[src/rtl/mpsm_pkg.sv]
// Package for the signature matcher: transaction types, rule ROM and class codes.
`timescale 1ns / 1ps

package mpsm_pkg;

   localparam int MAX_RULES       = 32;
   localparam int MAX_PATTERN_LEN = 16;
   localparam int RULE_COUNT      = 19;
   localparam int RULE_IDX_W      = 5;
   localparam int PAT_IDX_W       = $clog2(MAX_PATTERN_LEN);
   localparam int PAT_LEN_W       = $clog2(MAX_PATTERN_LEN + 1);

   // field kinds
   localparam logic [2:0] KIND_SNI     = 3'd0;
   localparam logic [2:0] KIND_DNS     = 3'd1;
   localparam logic [2:0] KIND_JA3     = 3'd2;
   localparam logic [2:0] KIND_SERVICE = 3'd3;
   localparam logic [2:0] KIND_APP     = 3'd4;

   // persona codes
   localparam logic [2:0] PERSONA_VOIP      = 3'd0;
   localparam logic [2:0] PERSONA_STREAMING = 3'd1;
   localparam logic [2:0] PERSONA_GAMING    = 3'd2;
   localparam logic [2:0] PERSONA_WORK      = 3'd3;
   localparam logic [2:0] PERSONA_IOT       = 3'd4;
   localparam logic [2:0] PERSONA_BULK      = 3'd5;

   // priority codes
   localparam logic [1:0] PRIO_HIGH   = 2'd0;
   localparam logic [1:0] PRIO_MEDIUM = 2'd1;
   localparam logic [1:0] PRIO_LOW    = 2'd2;

   // action codes
   localparam logic [1:0] ACTION_BOOST    = 2'd0;
   localparam logic [1:0] ACTION_OBSERVE  = 2'd1;
   localparam logic [1:0] ACTION_THROTTLE = 2'd2;

   // DSCP codepoints
   localparam logic [5:0] DSCP_EF   = 6'd46;
   localparam logic [5:0] DSCP_AF41 = 6'd34;
   localparam logic [5:0] DSCP_CS6  = 6'd48;
   localparam logic [5:0] DSCP_AF21 = 6'd18;
   localparam logic [5:0] DSCP_CS2  = 6'd16;
   localparam logic [5:0] DSCP_CS1  = 6'd8;

   typedef struct packed {
      logic [2:0] kind;
      logic [7:0] text_byte;
      logic       byte_valid;
      logic       field_end;
      logic       request_end;
   } req_type;

   typedef struct packed {
      logic                  matched;
      logic [RULE_IDX_W-1:0] rule_index;
      logic [2:0]            persona_code;
      logic [1:0]            priority_code;
      logic [1:0]            action_code;
      logic [5:0]            dscp_value;
      logic [6:0]            confidence_pct;
   } rsp_type;

   localparam logic [2:0] RULE_KIND [RULE_COUNT] = '{
      KIND_SNI, KIND_SNI, KIND_SNI, KIND_JA3, KIND_SNI, KIND_SNI, KIND_SNI,
      KIND_SERVICE, KIND_SNI, KIND_SNI, KIND_APP, KIND_SNI, KIND_SNI,
      KIND_SERVICE, KIND_SERVICE, KIND_SNI, KIND_SNI, KIND_SNI, KIND_SERVICE
   };

   localparam logic [PAT_LEN_W-1:0] RULE_LEN [RULE_COUNT] = '{
      5'd7, 5'd15, 5'd11, 5'd15, 5'd11, 5'd10, 5'd7, 5'd6, 5'd3, 5'd8,
      5'd8, 5'd9, 5'd13, 5'd9, 5'd3, 5'd8, 5'd11, 5'd12, 5'd6
   };

   // patterns, already lower case, first character at index 0, zero padded
   localparam logic [7:0] RULE_TEXT [RULE_COUNT][MAX_PATTERN_LEN] = '{
      '{8'h7a, 8'h6f, 8'h6f, 8'h6d, 8'h2e, 8'h75, 8'h73, 8'h00,
        8'h00, 8'h00, 8'h00, 8'h00, 8'h00, 8'h00, 8'h00, 8'h00},
      '{8'h74, 8'h65, 8'h61, 8'h6d, 8'h73, 8'h2e, 8'h6d, 8'h69,
        8'h63, 8'h72, 8'h6f, 8'h73, 8'h6f, 8'h66, 8'h74, 8'h00},
      '{8'h6d, 8'h65, 8'h65, 8'h74, 8'h2e, 8'h67, 8'h6f, 8'h6f,
        8'h67, 8'h6c, 8'h65, 8'h00, 8'h00, 8'h00, 8'h00, 8'h00},
      '{8'h37, 8'h36, 8'h39, 8'h2c, 8'h34, 8'h39, 8'h31, 8'h39,
        8'h35, 8'h2d, 8'h34, 8'h39, 8'h31, 8'h39, 8'h39, 8'h00},
      '{8'h6e, 8'h65, 8'h74, 8'h66, 8'h6c, 8'h69, 8'h78, 8'h2e,
        8'h63, 8'h6f, 8'h6d, 8'h00, 8'h00, 8'h00, 8'h00, 8'h00},
      '{8'h64, 8'h69, 8'h73, 8'h6e, 8'h65, 8'h79, 8'h70, 8'h6c,
        8'h75, 8'h73, 8'h00, 8'h00, 8'h00, 8'h00, 8'h00, 8'h00},
      '{8'h79, 8'h6f, 8'h75, 8'h74, 8'h75, 8'h62, 8'h65, 8'h00,
        8'h00, 8'h00, 8'h00, 8'h00, 8'h00, 8'h00, 8'h00, 8'h00},
      '{8'h74, 8'h77, 8'h69, 8'h74, 8'h63, 8'h68, 8'h00, 8'h00,
        8'h00, 8'h00, 8'h00, 8'h00, 8'h00, 8'h00, 8'h00, 8'h00},
      '{8'h70, 8'h73, 8'h6e, 8'h00, 8'h00, 8'h00, 8'h00, 8'h00,
        8'h00, 8'h00, 8'h00, 8'h00, 8'h00, 8'h00, 8'h00, 8'h00},
      '{8'h78, 8'h62, 8'h6f, 8'h78, 8'h6c, 8'h69, 8'h76, 8'h65,
        8'h00, 8'h00, 8'h00, 8'h00, 8'h00, 8'h00, 8'h00, 8'h00},
      '{8'h66, 8'h6f, 8'h72, 8'h74, 8'h6e, 8'h69, 8'h74, 8'h65,
        8'h00, 8'h00, 8'h00, 8'h00, 8'h00, 8'h00, 8'h00, 8'h00},
      '{8'h72, 8'h69, 8'h6f, 8'h74, 8'h67, 8'h61, 8'h6d, 8'h65,
        8'h73, 8'h00, 8'h00, 8'h00, 8'h00, 8'h00, 8'h00, 8'h00},
      '{8'h77, 8'h6f, 8'h72, 8'h6b, 8'h70, 8'h6c, 8'h61, 8'h63,
        8'h65, 8'h2e, 8'h63, 8'h6f, 8'h6d, 8'h00, 8'h00, 8'h00},
      '{8'h6f, 8'h66, 8'h66, 8'h69, 8'h63, 8'h65, 8'h33, 8'h36,
        8'h35, 8'h00, 8'h00, 8'h00, 8'h00, 8'h00, 8'h00, 8'h00},
      '{8'h76, 8'h70, 8'h6e, 8'h00, 8'h00, 8'h00, 8'h00, 8'h00,
        8'h00, 8'h00, 8'h00, 8'h00, 8'h00, 8'h00, 8'h00, 8'h00},
      '{8'h6e, 8'h65, 8'h73, 8'h74, 8'h2e, 8'h63, 8'h6f, 8'h6d,
        8'h00, 8'h00, 8'h00, 8'h00, 8'h00, 8'h00, 8'h00, 8'h00},
      '{8'h74, 8'h70, 8'h6c, 8'h69, 8'h6e, 8'h6b, 8'h63, 8'h6c,
        8'h6f, 8'h75, 8'h64, 8'h00, 8'h00, 8'h00, 8'h00, 8'h00},
      '{8'h75, 8'h70, 8'h64, 8'h61, 8'h74, 8'h65, 8'h2e, 8'h61,
        8'h70, 8'h70, 8'h6c, 8'h65, 8'h00, 8'h00, 8'h00, 8'h00},
      '{8'h62, 8'h61, 8'h63, 8'h6b, 8'h75, 8'h70, 8'h00, 8'h00,
        8'h00, 8'h00, 8'h00, 8'h00, 8'h00, 8'h00, 8'h00, 8'h00}
   };

   localparam logic [2:0] RULE_PERSONA [RULE_COUNT] = '{
      PERSONA_VOIP, PERSONA_VOIP, PERSONA_VOIP, PERSONA_VOIP,
      PERSONA_STREAMING, PERSONA_STREAMING, PERSONA_STREAMING, PERSONA_STREAMING,
      PERSONA_GAMING, PERSONA_GAMING, PERSONA_GAMING, PERSONA_GAMING,
      PERSONA_WORK, PERSONA_WORK, PERSONA_WORK,
      PERSONA_IOT, PERSONA_IOT, PERSONA_BULK, PERSONA_BULK
   };

   localparam logic [1:0] RULE_PRIO [RULE_COUNT] = '{
      PRIO_HIGH, PRIO_HIGH, PRIO_HIGH, PRIO_HIGH,
      PRIO_MEDIUM, PRIO_MEDIUM, PRIO_MEDIUM, PRIO_MEDIUM,
      PRIO_HIGH, PRIO_HIGH, PRIO_HIGH, PRIO_HIGH,
      PRIO_MEDIUM, PRIO_MEDIUM, PRIO_MEDIUM,
      PRIO_LOW, PRIO_LOW, PRIO_LOW, PRIO_LOW
   };

   localparam logic [1:0] RULE_ACTION [RULE_COUNT] = '{
      ACTION_BOOST, ACTION_BOOST, ACTION_BOOST, ACTION_BOOST,
      ACTION_BOOST, ACTION_BOOST, ACTION_BOOST, ACTION_BOOST,
      ACTION_BOOST, ACTION_BOOST, ACTION_BOOST, ACTION_BOOST,
      ACTION_BOOST, ACTION_BOOST, ACTION_BOOST,
      ACTION_OBSERVE, ACTION_OBSERVE, ACTION_THROTTLE, ACTION_THROTTLE
   };

   localparam logic [5:0] RULE_DSCP [RULE_COUNT] = '{
      DSCP_EF, DSCP_EF, DSCP_EF, DSCP_EF,
      DSCP_AF41, DSCP_AF41, DSCP_AF41, DSCP_AF41,
      DSCP_CS6, DSCP_CS6, DSCP_CS6, DSCP_CS6,
      DSCP_AF21, DSCP_AF21, DSCP_AF21,
      DSCP_CS2, DSCP_CS2, DSCP_CS1, DSCP_CS1
   };

   localparam logic [6:0] RULE_CONF [RULE_COUNT] = '{
      7'd92, 7'd90, 7'd88, 7'd86, 7'd82, 7'd80, 7'd83, 7'd81, 7'd86, 7'd86,
      7'd87, 7'd85, 7'd75, 7'd74, 7'd76, 7'd60, 7'd60, 7'd62, 7'd65
   };

   // ASCII upper case to lower case, everything else unchanged
   function automatic logic [7:0] fold_case(input logic [7:0] c);
      logic [7:0] r;
      r = c;
      if (c >= 8'h41 && c <= 8'h5a) begin
         r = c + 8'h20;
      end
      return r;
   endfunction

endpackage

[src/rtl/multi_pattern_signature_matcher.sv]
// Top level of the multi-pattern signature matcher: shift-and rule engines and result buffer.
`timescale 1ns / 1ps

//  channel   ports                          direction   transaction
//  req       req_valid req_stall req_data   in          one text byte and/or end marks
//  rsp       rsp_valid rsp_stall rsp_data   out         one match result per request end
//
//  One req transaction per cycle while req_stall is low; every rule compares
//  the byte in parallel and its progress vector and hit flag update at the accepting edge.
//  A result is registered into output or skid at the edge that accepts its
//  request-end transaction. A two-entry buffer (output + skid) holds
//  results under rsp_stall; req_stall rises only once the skid entry is full.
//  Synchronous active-high reset clears progress vectors, hit flags and buffer.

module multi_pattern_signature_matcher
   import mpsm_pkg::*;
(
   input  logic    clock,
   input  logic    reset,
   input  logic    req_valid,
   output logic    req_stall,
   input  req_type req_data,
   output logic    rsp_valid,
   input  logic    rsp_stall,
   output rsp_type rsp_data
);

   logic [MAX_PATTERN_LEN-1:0] progress_ff [RULE_COUNT];
   logic [MAX_PATTERN_LEN-1:0] progress_in [RULE_COUNT];
   logic [RULE_COUNT-1:0]      hit_ff;
   logic [RULE_COUNT-1:0]      hit_in;
   logic [RULE_COUNT-1:0]      flags_now;

   logic    out_valid_ff;
   rsp_type out_data_ff;
   logic    skid_valid_ff;
   rsp_type skid_data_ff;

   logic    accept;
   logic    out_take;
   logic    produce;
   logic    clear_prog;
   logic [7:0] ch;
   rsp_type result;

   assign req_stall  = skid_valid_ff;
   assign accept     = req_valid && !req_stall;
   assign out_take   = out_valid_ff && !rsp_stall;
   assign produce    = accept && req_data.request_end;
   assign clear_prog = req_data.field_end || req_data.request_end;
   assign ch         = fold_case(req_data.text_byte);

   // shift-and step per rule; only bytes of the rule's kind advance it
   always_comb begin
      logic [MAX_PATTERN_LEN-1:0] eq;
      logic [MAX_PATTERN_LEN-1:0] step;
      for (int r = 0; r < RULE_COUNT; r++) begin
         eq   = '0;
         step = progress_ff[r];
         flags_now[r] = hit_ff[r];
         for (int i = 0; i < MAX_PATTERN_LEN; i++) begin
            eq[i] = (RULE_TEXT[r][i] == ch) && (PAT_LEN_W'(i) < RULE_LEN[r]);
         end
         if (req_data.byte_valid && (req_data.kind == RULE_KIND[r]) &&
             (RULE_LEN[r] != '0) && (RULE_LEN[r] <= PAT_LEN_W'(MAX_PATTERN_LEN))) begin
            step = {progress_ff[r][MAX_PATTERN_LEN-2:0], 1'b1} & eq;
            if (step[PAT_IDX_W'(RULE_LEN[r] - PAT_LEN_W'(1))]) begin
               flags_now[r] = 1'b1;
            end
         end
         progress_in[r] = clear_prog ? '0 : step;
      end
      hit_in = req_data.request_end ? '0 : flags_now;
   end

   // lowest-numbered rule whose flag is set wins
   always_comb begin
      result = '0;
      for (int r = RULE_COUNT - 1; r >= 0; r--) begin
         if (flags_now[r]) begin
            result.matched        = 1'b1;
            result.rule_index     = RULE_IDX_W'(r);
            result.persona_code   = RULE_PERSONA[r];
            result.priority_code  = RULE_PRIO[r];
            result.action_code    = RULE_ACTION[r];
            result.dscp_value     = RULE_DSCP[r];
            result.confidence_pct = RULE_CONF[r];
         end
      end
   end

   always_ff @(posedge clock) begin
      if (reset) begin
         for (int r = 0; r < RULE_COUNT; r++) begin
            progress_ff[r] <= '0;
         end
         hit_ff <= '0;
      end else if (accept) begin
         progress_ff <= progress_in;
         hit_ff      <= hit_in;
      end
   end

   // output register plus skid entry
   always_ff @(posedge clock) begin
      if (reset) begin
         out_valid_ff  <= 1'b0;
         skid_valid_ff <= 1'b0;
      end else if (skid_valid_ff) begin
         if (out_take) begin
            out_valid_ff  <= 1'b1;
            skid_valid_ff <= 1'b0;
         end
      end else if (!out_valid_ff || out_take) begin
         out_valid_ff <= produce;
      end else if (produce) begin
         skid_valid_ff <= 1'b1;
      end
   end

   always_ff @(posedge clock) begin
      if (skid_valid_ff) begin
         if (out_take) begin
            out_data_ff <= skid_data_ff;
         end
      end else if (!out_valid_ff || out_take) begin
         if (produce) begin
            out_data_ff <= result;
         end
      end else if (produce) begin
         skid_data_ff <= result;
      end
   end

   assign rsp_valid = out_valid_ff;
   assign rsp_data  = out_data_ff;

endmodule

[config.mk]
export PLATFORM = sky130hd
export DESIGN_NAME = multi_pattern_signature_matcher
export DESIGN_NICKNAME = d
export VERILOG_FILES = /design/src/rtl/mpsm_pkg.sv /design/src/rtl/multi_pattern_signature_matcher.sv
export SDC_FILE = /design/constraint.sdc
export NUM_CORES = 1
export LEC_CHECK = 0
export ABC_AREA = 1
export BUFFER_PORTS_ARGS = -buffer_cell sky130_fd_sc_hd__buf_2
export CORE_MARGIN = 4
export CORE_UTILIZATION = 50
export CTS_BUF_LIST = sky130_fd_sc_hd__clkbuf_2
export DETAILED_ROUTE_END_ITERATION = 7
export PLACE_DENSITY = 0.67
export SLEW_MARGIN = 0
export SYNTH_ARGS = -nofsm -noshare
export SYNTH_HDL_FRONTEND = slang
export SYNTH_SLANG_ARGS = --single-unit
[constraint.sdc]
create_clock -name clock -period 2.5 [get_ports clock]
set_input_delay 0.125 -clock clock [delete_from_list [all_inputs] [get_ports clock]]
set_output_delay 0.125 -clock clock [all_outputs]
set_load 0.01 [all_outputs]
==> results.json <==
{
  "finalNonFillerCells": 1498,
  "synth_edf_count": 48,
  "grt_max_degree": 106,
  "grt_pass1_vias": 7531,
  "worstPathArrival_ns": 3.18,
  "grt_setup_unrepaired": "true",
  "synth_seq_cells": 219,
  "critPathLaunch": "req_data[0]",
  "first_iter_violations": 623,
  "pwr-share-clk_pct": 35.5,
  "dpl.hpwl_mm": 15.18,
  "antenna_found_initial": 1,
  "postLayoutCellArea_sq_um": 10680,
  "final_cell_mix": "nand2_1 (222), dfxtp_1 (171), nor2_1 (113)",
  "min_period_over_period_pct": 98.73,
  "maxSlewViolCount": 0,
  "htreeDepth": 2,
  "ys.flop_type": "dfxtp_1",
  "routedWlPerCell_um": 15.01,
  "p_int_uw": 4562,
  "die_h_um": 141.9,
  "period_minus_slack_ns": 2.468,
  "fp.dieArea_sq_um": 20130,
  "final_nets": 1254,
  "seqPwrFrac_pct": 58.6,
  "cp_max_fo": 9,
  "avgSynthCellArea_sq_um": 8.367,
  "post_cts_buffers": 0,
  "fin_hold_ws_ns": 0.1508,
  "relSlewSlack_pct": 51.95,
  "worst_pin_slew_ns": 0.7207,
  "finalClockSkew_ns": 0.09713,
  "die_x_um": 141.9,
  "r2r_slack_ns": 0.45,
  "cp.required_ns": 3.21,
  "numPortBuffers": 44,
  "ant_nets": 0,
  "gp_congestion": 0.8462,
  "cts_root_buf": "clkbuf_2",
  "fin_util_pct": 61.34,
  "synth_cells": 1071,
  "start_util_pct": 51.45,
  "status": "finished, final reports clean",
  "reg2reg_from": "progress_ff[41]",
  "clock_path_buffers": 3,
  "fmax_mhz": 405.1,
  "hold_path.class": "in -> reg",
  "end_kind": "flip-flop",
  "rows": 48,
  "numCtsBuffers": 54,
  "vdd_drop_max_v": 0.0003888,
  "setup.worst_path.start_class": "primary input",
  "vias_per_cell": 5.278,
  "dr.pass1.iters": 5,
  "grtUsageTotal_pct": 22.40,
  "cts.clk_slew.worst_paths_ns": 0.09,
  "ys_seq_area_share_pct": 54.29,
  "final_common_cell": "nand2_1",
  "routed_wl_mm": 22.49,
  "syn_nets": 1090,
  "finalSetupViolCount": 0,
  "p_sw_uw": 1663,
  "hold_start": "req_data[10]",
  "hold_viol_final": 0,
  "grt_overflow": 0,
  "syn-cell-area_sq_um": 8961,
  "placed_cells": 1380,
  "async_reset_ff_share_pct": 0,
  "power_switching_share_pct": 26.72,
  "synth_warnings": 0,
  "cap_violations": 0,
  "tritoncts": "built",
  "synth.distinct_cells": 41,
  "drc_errors": 0,
  "core_area_sq_um": 17420,
  "design.portCount": 46,
  "vias": 7906,
  "total_leakage_power_uw": 0.004392,
  "drive_gt1_share_pct": 22.09,
  "dpl_cell_area_sq_um": 9953,
  "pwr-share-comb_pct": 6.0,
  "powerDensity_nw_per_um2": 582.7,
  "clock-sinks": 219,
  "grt_first_pass_wirelength_mm": 36.76,
  "critical_path_class": "in -> reg",
  "area.growth.synth_to_final_pct": 19.23,
  "clock_latency_ns": 0.84
}
-- synthesized netlist by cell type, types with 2 or more instances --
library cell    n  area share, %
nor4_1          4           0.28
nand2_1       222            9.3
nor2_4          8            1.0
nand2_4         3           0.38
a21oi_1       109            6.1
nand4_1        17            1.2
inv_2          15           0.63
mux2_2          3           0.38
nand3_2         3           0.34
dfxtp_1       171             38
nor2_2          9           0.63
edfxtp_1       48             16
o21ai_1         4           0.22
nand3_1        69            3.9
a211oi_1       18            1.5
inv_1          87            3.6
buf_4           2           0.17
nor3_1          7           0.39
clkbuf_1       41            1.7
a32oi_1        13            1.3
buf_2           2           0.11
nor3_2          2           0.22
clkinv_1        2          0.084
a22oi_1        43            3.6
buf_1           4           0.17
o21ai_0        22            1.2
nand2_2        10           0.70
nor2_1        118            4.9
a31oi_1         3           0.21
-- flip-flops by register name, summed over array words and instances, names as in the netlist --
| register | count |
|---|---|
| progress_ff | 150 |
| skid_data_ff | 24 |
| req_stall | 1 |
| rsp_data | 24 |
| hit_ff | 19 |
| rsp_valid | 1 |
-- worst paths after layout --
| kind | cells past startpoint | endpoint |
|---|---|---|
| worst max-delay path | 10 | progress_ff[288] |
| worst min-delay path | 11 | progress_ff[225] |
| worst max register to register | 23 | rsp_data[20] |
| worst min register to register | 2 | progress_ff[22] |
-- critical path, cell delays in order --
cell	delay, ns
dlygate4sd3_1	0.54
buf_2	0.13
nor2_1	0.27
dlygate4sd3_1	0.67
inv_1	0.18
nor2_4	0.15
clkinv_1	0.22
nor2_1	0.43
nand3_1	0.24
a21oi_1	0.20
-- routing by layer --
metal	track usage, %	part of all wire [%]	up-vias
met5	0	0	-
met4	8.182	2.6	0
met3	4.348	6.1	49
met2	35.45	45	247
met1	30.65	46	3663
li1	-	-	3947
-- logic make-up (layout without fill, tap and decap cells) --
logic type	count (synthesis)	in the layout	share of synthesized area, %
flops	219	219	54.29
mux	3	3	0.3770
compound gates	218	218	14.77
simple gates	475	475	23.74
other cells	1	2	0.04185
fa+ha+maj	1	1	0.1396
buf+inv	154	355	6.646
-- repair_timing --
action	CTS	global route
setup endpoints to repair	0	10
hold endpoints to repair	113	0
resized for setup	0	9
hold buffers	24	0
-- final cells by class --
| cell class | instances | area [sq um] |
|---|---|---|
| fill | 1578 | 6733 |
| sequential | 219 | 4865 |
| multi-input combinational | 698 | 3536 |
| timing repair buffer | 158 | 1151 |
| inverter | 104 | 390.4 |
| clock buffer | 74 | 370.4 |
| tap | 225 | 281.5 |
| clock inverter | 19 | 87.58 |
| antenna | 1 | 2.502 |
-- stage by stage --
step / power (uW) / worst slack [ns] / TNS (ns)
floorplan: 3926 / 0.1141 / 0
global placement: 4062 / -0.06257 / -0.1272
detailed placement: 4063 / -0.08567 / -0.1769
CTS: 6303 / 0.1623 / 0
global route: 6538 / -0.07378 / -0.07378
finish: 6225 / 0.03173 / 0
-- power groups by stage --
stage	Sequential [uW]	Combinational, uW	Clock (uW)
4_1_cts	3650	363	2290
2_1_floorplan	3730	192	0
5_1_grt	3650	407	2480
3_5_place_dp	3730	335	0
6_report	3650	371	2210
3_3_place_gp	3730	335	0
Power figures use the tool's default switching activity.
